==> src/hdl/eobd_pkg.sv <==
// ----------------------------------------------------------------------------
// eobd_pkg
// shared types and constants for the eye openness blink detector
// ----------------------------------------------------------------------------
package eobd_pkg;

    localparam int COORD_BITS_DEF = 12;     // default coordinate width
    localparam int POINT_W        = 24;     // packed point width
    localparam int NUM_POINTS     = 6;      // landmarks per request
    localparam int IN_DATA_W      = NUM_POINTS * POINT_W;
    localparam int Q16_W          = 17;     // openness and threshold width
    localparam int OUT_DATA_W     = 24;     // openness + blink, padded to bytes
    localparam int STEP_W         = 5;      // iteration counter width
    localparam int DIV_STEPS      = Q16_W;  // one quotient bit per step

    localparam logic [Q16_W-1:0] THRESH_RESET = 17'd13107;

    // sequencer states
    typedef enum logic [3:0] {
        ST_IDLE,
        ST_SQX,
        ST_SQY,
        ST_SUM,
        ST_ROOT,
        ST_STORE,
        ST_ORDER,
        ST_DIV,
        ST_DONE
    } state_t;

    // datapath operations
    typedef enum logic [3:0] {
        OP_NONE,
        OP_LOAD,
        OP_SQX,
        OP_SQY,
        OP_SUM,
        OP_ROOT,
        OP_STORE,
        OP_ORDER,
        OP_DIV
    } op_t;

    // which point pair the distance is taken over
    typedef enum logic [1:0] {
        PAIR_H1,
        PAIR_H2,
        PAIR_LEN
    } pair_t;

    typedef struct packed {
        op_t   op;
        pair_t pair;
        logic  first;
    } ctrl_t;

endpackage

==> src/hdl/eobd_cmpsub.sv <==
// ----------------------------------------------------------------------------
// eobd_cmpsub
// shared compare and subtract unit for square root and division steps
// ----------------------------------------------------------------------------
module eobd_cmpsub #(
    parameter int WIDTH = 21
) (
    input  logic [WIDTH-1:0] cand,
    input  logic [WIDTH-1:0] trial,
    output logic             ge,
    output logic [WIDTH-1:0] diff
);

    assign ge   = (cand >= trial);
    assign diff = cand - trial;

endmodule

==> src/hdl/eobd_datapath.sv <==
// ----------------------------------------------------------------------------
// eobd_datapath
// distance, square root and division registers around one shared unit
// ----------------------------------------------------------------------------
module eobd_datapath
    import eobd_pkg::*;
#(
    parameter int COORD_BITS = COORD_BITS_DEF
) (
    input  logic                 clk,
    input  ctrl_t                ctrl,
    input  logic [IN_DATA_W-1:0] in_points,
    output logic [Q16_W-1:0]     openness,
    output logic                 degenerate
);

    localparam int DW  = COORD_BITS + 5;     // q.4 distance width
    localparam int RW  = 2 * DW;             // radicand width, even
    localparam int PW2 = 2 * COORD_BITS;     // square width
    localparam int SW  = PW2 + 1;            // sum of squares width
    localparam int UW  = DW + 4;             // shared unit width

    logic [POINT_W-1:0]    pts_reg [NUM_POINTS];
    logic [PW2-1:0]        prod_reg;
    logic [PW2-1:0]        acc_reg;
    logic [RW-1:0]         rad_reg;
    logic [DW-1:0]         root_reg;
    logic [DW+1:0]         rem_reg;
    logic [DW-1:0]         d0_reg;
    logic [DW-1:0]         d1_reg;
    logic [DW-1:0]         len_reg;
    logic [DW-1:0]         hi_reg;
    logic [DW:0]           divrem_reg;
    logic [Q16_W-1:0]      q_reg;
    logic                  degen_reg;

    logic [POINT_W-1:0]    pa;
    logic [POINT_W-1:0]    pb;
    logic [POINT_W-1:0]    pa_sh;
    logic [POINT_W-1:0]    pb_sh;
    logic [COORD_BITS-1:0] ax;
    logic [COORD_BITS-1:0] ay;
    logic [COORD_BITS-1:0] bx;
    logic [COORD_BITS-1:0] by;
    logic [COORD_BITS-1:0] dx;
    logic [COORD_BITS-1:0] dy;
    logic [COORD_BITS-1:0] mul_in;
    logic [PW2-1:0]        prod;
    logic [SW-1:0]         sq_sum;
    logic [RW-1:0]         rad_load;
    logic [DW:0]           hgt_sum;
    logic [DW-1:0]         height;
    logic [DW-1:0]         lo;
    logic [DW-1:0]         hi;
    logic [UW-1:0]         cand;
    logic [UW-1:0]         trial;
    logic                  ge;
    logic [UW-1:0]         diff;

    // point pair for the current distance
    always_comb
    begin
        case (ctrl.pair)
            PAIR_H1:
            begin
                pa = pts_reg[5];
                pb = pts_reg[1];
            end
            PAIR_H2:
            begin
                pa = pts_reg[4];
                pb = pts_reg[2];
            end
            default:
            begin
                pa = pts_reg[3];
                pb = pts_reg[0];
            end
        endcase
    end

    always_comb
    begin
        pa_sh  = pa >> COORD_BITS;
        pb_sh  = pb >> COORD_BITS;
        ax     = pa_sh[COORD_BITS-1:0];
        bx     = pb_sh[COORD_BITS-1:0];
        ay     = pa[COORD_BITS-1:0];
        by     = pb[COORD_BITS-1:0];
        dx     = (ax > bx) ? (ax - bx) : (bx - ax);
        dy     = (ay > by) ? (ay - by) : (by - ay);
        mul_in = (ctrl.op == OP_SQY) ? dy : dx;
        prod   = {{COORD_BITS{1'b0}}, mul_in} * {{COORD_BITS{1'b0}}, mul_in};
        sq_sum   = {1'b0, acc_reg} + {1'b0, prod_reg};
        rad_load = RW'(sq_sum) << 8;
    end

    // height average and min / max ordering
    always_comb
    begin
        hgt_sum = {1'b0, d0_reg} + {1'b0, d1_reg};
        height  = hgt_sum[DW:1];
        if (len_reg < height)
        begin
            lo = len_reg;
            hi = height;
        end
        else
        begin
            lo = height;
            hi = len_reg;
        end
    end

    // operands of the shared unit
    always_comb
    begin
        if (ctrl.op == OP_DIV)
        begin
            cand  = ctrl.first ? UW'(divrem_reg) : UW'({divrem_reg, 1'b0});
            trial = UW'(hi_reg);
        end
        else
        begin
            cand  = {rem_reg, rad_reg[RW-1 -: 2]};
            trial = UW'({root_reg, 2'b01});
        end
    end

    eobd_cmpsub #(
        .WIDTH (UW)
    ) u_cmpsub (
        .cand  (cand),
        .trial (trial),
        .ge    (ge),
        .diff  (diff)
    );

    always_ff @(posedge clk)
    begin
        case (ctrl.op)
            OP_LOAD:
            begin
                for (int i = 0; i < NUM_POINTS; i++)
                begin
                    pts_reg[i] <= in_points[i*POINT_W +: POINT_W];
                end
            end
            OP_SQX:
            begin
                prod_reg <= prod;
            end
            OP_SQY:
            begin
                acc_reg  <= prod_reg;
                prod_reg <= prod;
            end
            OP_SUM:
            begin
                rad_reg  <= rad_load;
                root_reg <= '0;
                rem_reg  <= '0;
            end
            OP_ROOT:
            begin
                rad_reg  <= rad_reg << 2;
                root_reg <= {root_reg[DW-2:0], ge};
                rem_reg  <= ge ? diff[DW+1:0] : cand[DW+1:0];
            end
            OP_STORE:
            begin
                case (ctrl.pair)
                    PAIR_H1: d0_reg  <= root_reg;
                    PAIR_H2: d1_reg  <= root_reg;
                    default: len_reg <= root_reg;
                endcase
            end
            OP_ORDER:
            begin
                hi_reg     <= hi;
                divrem_reg <= {1'b0, lo};
                q_reg      <= '0;
                degen_reg  <= (hi == '0);
            end
            OP_DIV:
            begin
                divrem_reg <= ge ? diff[DW:0] : cand[DW:0];
                q_reg      <= {q_reg[Q16_W-2:0], ge};
            end
            default:
            begin
            end
        endcase
    end

    assign openness   = degen_reg ? '0 : q_reg;
    assign degenerate = degen_reg;

endmodule

==> src/hdl/eobd_seq.sv <==
// ----------------------------------------------------------------------------
// eobd_seq
// sequencer stepping the datapath through three roots and one division
// ----------------------------------------------------------------------------
module eobd_seq
    import eobd_pkg::*;
#(
    parameter int ROOT_STEPS = COORD_BITS_DEF + 5
) (
    input  logic  clk,
    input  logic  rst_n,
    input  logic  start,
    input  logic  slot_free,
    output ctrl_t ctrl,
    output logic  idle,
    output logic  done
);

    localparam logic [STEP_W-1:0] ROOT_LAST = STEP_W'(ROOT_STEPS - 1);
    localparam logic [STEP_W-1:0] DIV_LAST  = STEP_W'(DIV_STEPS - 1);

    state_t             state_reg;
    state_t             state_next;
    logic [STEP_W-1:0]  step_reg;
    logic [STEP_W-1:0]  step_next;
    pair_t              pair_reg;
    pair_t              pair_next;
    op_t                op;

    always_ff @(posedge clk or negedge rst_n)
    begin
        if (!rst_n)
        begin
            state_reg <= ST_IDLE;
            step_reg  <= '0;
            pair_reg  <= PAIR_H1;
        end
        else
        begin
            state_reg <= state_next;
            step_reg  <= step_next;
            pair_reg  <= pair_next;
        end
    end

    always_comb
    begin
        state_next = state_reg;
        step_next  = step_reg;
        pair_next  = pair_reg;
        op         = OP_NONE;
        idle       = 1'b0;
        done       = 1'b0;
        case (state_reg)
            ST_IDLE:
            begin
                idle = 1'b1;
                if (start)
                begin
                    op         = OP_LOAD;
                    pair_next  = PAIR_H1;
                    state_next = ST_SQX;
                end
            end
            ST_SQX:
            begin
                op         = OP_SQX;
                state_next = ST_SQY;
            end
            ST_SQY:
            begin
                op         = OP_SQY;
                state_next = ST_SUM;
            end
            ST_SUM:
            begin
                op         = OP_SUM;
                step_next  = '0;
                state_next = ST_ROOT;
            end
            ST_ROOT:
            begin
                op = OP_ROOT;
                if (step_reg == ROOT_LAST)
                begin
                    state_next = ST_STORE;
                end
                else
                begin
                    step_next = step_reg + 1'b1;
                end
            end
            ST_STORE:
            begin
                op = OP_STORE;
                case (pair_reg)
                    PAIR_H1:
                    begin
                        pair_next  = PAIR_H2;
                        state_next = ST_SQX;
                    end
                    PAIR_H2:
                    begin
                        pair_next  = PAIR_LEN;
                        state_next = ST_SQX;
                    end
                    default:
                    begin
                        state_next = ST_ORDER;
                    end
                endcase
            end
            ST_ORDER:
            begin
                op         = OP_ORDER;
                step_next  = '0;
                state_next = ST_DIV;
            end
            ST_DIV:
            begin
                op = OP_DIV;
                if (step_reg == DIV_LAST)
                begin
                    state_next = ST_DONE;
                end
                else
                begin
                    step_next = step_reg + 1'b1;
                end
            end
            ST_DONE:
            begin
                if (slot_free)
                begin
                    done       = 1'b1;
                    state_next = ST_IDLE;
                end
            end
            default:
            begin
                state_next = ST_IDLE;
            end
        endcase
    end

    assign ctrl.op    = op;
    assign ctrl.pair  = pair_reg;
    assign ctrl.first = (step_reg == '0);

endmodule

==> src/hdl/eye_openness_blink_detector_top.sv <==
// ----------------------------------------------------------------------------
// eye_openness_blink_detector_top
// eye openness feature and per-eye blink detection from six landmarks
// ----------------------------------------------------------------------------
// Each request carries the six landmarks of one eye and an eye select. The
// block takes two vertical lid distances and one corner-to-corner distance in
// q.4 (floor of the square root of the squared distance times 256), averages
// the vertical pair into a height, and reports min over max of length and
// height in q1.16 (0 and degenerate set when both are zero). A feature below
// blink_threshold arms that eye; a feature at or above it, or a degenerate
// eye, raises blink if the eye was armed and disarms it. Each distance is
// the squaring of dx and dy, a sum, COORD_BITS+5 square root steps and a
// store, and the feature is an ordering step and 17 division steps, all on
// the one shared compare-subtract unit, then a hand-over of the result once
// the output slot is free. s_axis_tready is high only while the sequencer is
// idle; the result sits in an output register, so a new request can be taken
// while the previous result is still waiting on m_axis_tready.
// ----------------------------------------------------------------------------
module eye_openness_blink_detector_top
    import eobd_pkg::*;
#(
    parameter int COORD_BITS = COORD_BITS_DEF
) (
    input  logic                  clk,
    input  logic                  rst_n,

    // threshold register write, q1.16
    input  logic                  blink_threshold_we,
    input  logic [Q16_W-1:0]      blink_threshold,

    // request side
    input  logic                  s_axis_tvalid,
    output logic                  s_axis_tready,
    // corner_left, lid_upper_left, lid_upper_right, corner_right,
    // lid_lower_right, lid_lower_left (24 bits each, low bits first)
    input  logic [IN_DATA_W-1:0]  s_axis_tdata,
    // eye_select
    input  logic [0:0]            s_axis_tuser,

    // result side
    output logic                  m_axis_tvalid,
    input  logic                  m_axis_tready,
    // openness [16:0], blink [17], zero fill
    output logic [OUT_DATA_W-1:0] m_axis_tdata,
    // degenerate
    output logic [0:0]            m_axis_tuser
);

    localparam int PAD_W = OUT_DATA_W - Q16_W - 1;

    logic [Q16_W-1:0] thresh_reg;
    logic             eye_reg;
    logic [1:0]       armed_reg;
    logic [1:0]       armed_next;
    logic             out_valid_reg;
    logic [Q16_W-1:0] out_open_reg;
    logic             out_blink_reg;
    logic             out_degen_reg;

    logic             accept;
    logic             slot_free;
    logic             idle;
    logic             done;
    ctrl_t            ctrl;
    logic [Q16_W-1:0] openness;
    logic             degenerate;
    logic             closed;
    logic             blink_now;

    assign accept    = s_axis_tvalid && s_axis_tready;
    // output slot is free when empty or being drained this cycle
    assign slot_free = !out_valid_reg || m_axis_tready;
    assign s_axis_tready = idle;

    eobd_seq #(
        .ROOT_STEPS (COORD_BITS + 5)
    ) u_seq (
        .clk       (clk),
        .rst_n     (rst_n),
        .start     (s_axis_tvalid),
        .slot_free (slot_free),
        .ctrl      (ctrl),
        .idle      (idle),
        .done      (done)
    );

    eobd_datapath #(
        .COORD_BITS (COORD_BITS)
    ) u_datapath (
        .clk        (clk),
        .ctrl       (ctrl),
        .in_points  (s_axis_tdata),
        .openness   (openness),
        .degenerate (degenerate)
    );

    // degenerate eye counts as open
    assign closed    = !degenerate && (openness < thresh_reg);
    assign blink_now = !closed && armed_reg[eye_reg];

    always_comb
    begin
        armed_next = armed_reg;
        if (done)
        begin
            armed_next[eye_reg] = closed;
        end
    end

    // control state
    always_ff @(posedge clk or negedge rst_n)
    begin
        if (!rst_n)
        begin
            thresh_reg    <= THRESH_RESET;
            armed_reg     <= '0;
            out_valid_reg <= 1'b0;
        end
        else
        begin
            if (blink_threshold_we)
            begin
                thresh_reg <= blink_threshold;
            end
            armed_reg <= armed_next;
            if (done)
            begin
                out_valid_reg <= 1'b1;
            end
            else if (m_axis_tready)
            begin
                out_valid_reg <= 1'b0;
            end
        end
    end

    // payload
    always_ff @(posedge clk)
    begin
        if (accept)
        begin
            eye_reg <= s_axis_tuser[0];
        end
        if (done)
        begin
            out_open_reg  <= openness;
            out_blink_reg <= blink_now;
            out_degen_reg <= degenerate;
        end
    end

    assign m_axis_tvalid = out_valid_reg;
    assign m_axis_tdata  = {{PAD_W{1'b0}}, out_blink_reg, out_open_reg};
    assign m_axis_tuser  = out_degen_reg;

endmodule
==> config.mk <==
export PLATFORM = sky130hd
export DESIGN_NAME = eye_openness_blink_detector_top
export DESIGN_NICKNAME = d
export VERILOG_FILES = /design/src/hdl/eobd_pkg.sv /design/src/hdl/eobd_cmpsub.sv /design/src/hdl/eobd_datapath.sv /design/src/hdl/eobd_seq.sv /design/src/hdl/eye_openness_blink_detector_top.sv
export SDC_FILE = /design/constraint.sdc
export NUM_CORES = 1
export LEC_CHECK = 0
export ABC_CLOCK_PERIOD_IN_PS = 22600
export BUFFER_PORTS_ARGS = -buffer_cell sky130_fd_sc_hd__buf_2
export CAP_MARGIN = 5
export CORE_MARGIN = 3
export CORE_UTILIZATION = 55
export DETAILED_ROUTE_END_ITERATION = 10
export PLACE_DENSITY = 0.86
export RECOVER_POWER = 50
export SLEW_MARGIN = 0
export SYNTH_ARGS = -nofsm -noshare
export SYNTH_HDL_FRONTEND = slang
export SYNTH_SLANG_ARGS = --single-unit
==> constraint.sdc <==
create_clock -name clk -period 22.6 [get_ports clk]
set_input_delay 2.26 -clock clk [delete_from_list [all_inputs] [get_ports clk]]
set_output_delay 2.26 -clock clk [all_outputs]
set_load 0.01 [all_outputs]
==> flow_summary.json <==
{
  "status": "finished, violations left",
  "violations": "max-capacitance violations, max-slew violations",
  "grt_overflow": 0,
  "regToRegStartpoint": "u_seq.pair_reg[0]",
  "wl_per_cell_um": 18.0,
  "r2r_setup_slack_ns": 12.30,
  "yosysUniqueCellTypes": 71,
  "timing.final.crit_share": 0.456,
  "worstRegToRegCells": 30,
  "whs_path_depth": 0,
  "slowest_stage": "a41oi_2",
  "clk_latency_ns": 0.59,
  "route.detailed.drc": 0,
  "setup_viol": 0,
  "io_buffers": 187,
  "grt_usage": 0.230,
  "drv_slew": 240,
  "drtIter0Drc": 1212,
  "first_pass_iters": 5,
  "dieArea_um2": 48300,
  "worst_pin_slew_ns": 3.57,
  "cts_root_buf": "clkbuf_16",
  "relSlewSlack": -1.38,
  "htreeDepth": 2,
  "dp.cells": 2966,
  "dp_slack_ns": 12.19,
  "vias_per_cell": 5.68,
  "fin_ws_ns": 12.30,
  "max_stage_delay_ns": 0.77,
  "place_congestion": 0.910,
  "syn_inst": 2242,
  "die_x_um": 220,
  "antenna_found_initial": 0,
  "diodes": 0,
  "grt_pass1_wl_mm": 89.7,
  "critical-path-top-delay-family": "adder cells",
  "cts_buffers": 42,
  "max_freq_ghz": 0.0971,
  "final_nets": 2868,
  "core_area_um2": 44700,
  "synth-seq-area-share": 0.480,
  "wl_mm": 54.8,
  "cts_resized": 0,
  "path_class": "reg -> reg",
  "hold_start": "u_datapath.prod_reg[9]",
  "postCtsSetupBuffers": 0,
  "syn_to_final_growth_pct": 11.3,
  "clock-sinks": 407,
  "largest_reg_flops": 144,
  "max_cap_viol_count": 6,
  "crit_path_end_kind": "flop",
  "io_pins": 194,
  "drive_above_1_share": 0.127,
  "hold_violations": 0,
  "drtAntennaViolNets": 0,
  "finalSetupTns_ns": 0,
  "critPathBufInv": 5,
  "synth_ff_type": "edfxtp_1",
  "crit_top_cell": "fa_1",
  "synth_edf_count": 376,
  "ys_warn_count": 0,
  "final_common_cell": "edfxtp_1",
  "syn-cell-area_um2": 25100,
  "holdPathEnd": "u_datapath.acc_reg[9]",
  "cts_hold_buffers": 0,
  "via_count": 17300,
  "grt_max_degree": 101,
  "hpwl_mm": 41.2,
  "synthArstFlopShare": 0.0762,
  "cts_tree": "yes",
  "path_clk_slew_ns": 0.06,
  "crit_fanout": 53,
  "cp.required_ns": 22.91,
  "layout_common_cells": "edfxtp_1 (376), inv_1 (227), ha_1 (194)",
  "hold_path.class": "reg -> reg",
  "startpoint_type": "flop",
  "fp-row-count": 77,
  "syn_avg_cell_area_um2": 11.2,
  "worstPathArrival_ns": 10.61,
  "first_global_vias": 17900,
  "min_period_ns": 10.30,
  "r2r-end": "u_datapath.prod_reg[22]",
  "die_y_um": 220,
  "ys_seq_elements": 407,
  "final_cells": 3044,
  "worst_clock_skew_ns": 0.0275,
  "cts_buffer_depth": 3,
  "initial_utilization": 0.562,
  "grt_setup_unrepaired": "no"
}
-- layer usage --
metal / global-route usage / vias up / part of all wire
li1: - / 8236 / -
met3: 0.0317 / 114 / 0.051
met5: 0 / - / 0
met1: 0.286 / 8362 / 0.41
met4: 0.0734 / 0 / 0.029
met2: 0.415 / 569 / 0.51
-- final cells by class --
| cell class | count | area (um^2) |
|---|---|---|
| multi-input combinational | 1531 | 11900 |
| fill | 3372 | 16700 |
| timing repair buffer | 208 | 1060 |
| sequential | 407 | 12100 |
| clock buffer | 54 | 1130 |
| inverter | 228 | 856 |
| tap | 592 | 741 |
| clock inverter | 24 | 220 |
-- Yosys cell counts (4+ instances only) --
cell type | instances | area share
clkbuf_1 | 46 | 0.0069
and4_1 | 4 | 0.0014
ha_1 | 194 | 0.097
mux2_2 | 25 | 0.011
inv_1 | 227 | 0.034
buf_4 | 12 | 0.0036
o211ai_1 | 12 | 0.0036
nor2b_1 | 45 | 0.011
dfstp_2 | 8 | 0.0084
nor3_1 | 29 | 0.0058
fa_1 | 89 | 0.071
o31ai_1 | 9 | 0.0027
xor2_1 | 32 | 0.011
nand2_1 | 175 | 0.026
and2_1 | 26 | 0.0065
nor4_1 | 6 | 0.0015
buf_2 | 14 | 0.0028
a21oi_1 | 126 | 0.025
nand3_1 | 16 | 0.0032
nand4_1 | 10 | 0.0025
o2111ai_1 | 4 | 0.0014
xnor2_1 | 59 | 0.021
or2_2 | 13 | 0.0032
or3_1 | 5 | 0.0012
o21a_1 | 46 | 0.014
a211o_1 | 4 | 0.0014
nand3b_1 | 6 | 0.0018
dfrtp_1 | 23 | 0.023
o21bai_1 | 9 | 0.0027
buf_1 | 7 | 0.0010
mux2i_1 | 110 | 0.044
a31oi_1 | 13 | 0.0032
edfxtp_1 | 376 | 0.45
nor2_1 | 171 | 0.026
and3_1 | 28 | 0.0070
o21ai_0 | 135 | 0.027
nand2b_1 | 20 | 0.0050
a211oi_1 | 16 | 0.0048
a21o_1 | 38 | 0.011
-- through the flow --
step / cell area [um^2] / utilization / hold WS, ns
finish: 28000 / 0.626 / 0.446
global route: 28000 / 0.626 / 0.464
CTS: 28000 / 0.627 / 0.449
detailed placement: 26700 / 0.597 / 0.450
global placement: 26700 / 0.597 / 0.446
floorplan: 25200 / - / 0.431
-- worst max path at each step --
stage / from / endpoint / slack, ns / cells past startpoint
after detailed placement: u_seq.pair_reg[0] / u_datapath.prod_reg[22] / 12.19 / 30
final: u_seq.pair_reg[0] / u_datapath.prod_reg[22] / 12.30 / 30
after CTS: u_seq.pair_reg[0] / u_datapath.prod_reg[22] / 12.29 / 30
after global routing: u_seq.pair_reg[0] / u_datapath.prod_reg[22] / 11.62 / 32
after global placement: u_seq.pair_reg[0] / u_datapath.prod_reg[22] / 12.72 / 30
after floorplan: u_seq.pair_reg[0] / u_datapath.prod_reg[22] / 13.90 / 36
-- cell families after synthesis --
kind of cell | Yosys count | share of synthesized area
XOR/XNOR | 91 | 0.0317
flip-flops | 407 | 0.480
buffers and inverters | 309 | 0.0492
AO/OA/AOI/OAI | 447 | 0.109
multiplexers | 135 | 0.0550
AND/OR/NAND/NOR | 569 | 0.107
adder cells (fa/ha/maj) | 283 | 0.167
other | 1 | 0.000149
-- worst reg2reg max path: cells and delay by family (launching register included) --
kind                     cells  cell delay [ns]
multiplexers                 2             0.67
adder cells (fa/ha/maj)      7             3.40
AO/OA/AOI/OAI               10             3.23
buffers and inverters        5             0.89
AND/OR/NAND/NOR              5             1.36
XOR/XNOR                     1             0.12
flip-flops                   1             0.35
Power is left out: the tool's default activity adds up to more than one toggle a clock period on the data nets, which glitch-free logic cannot reach.
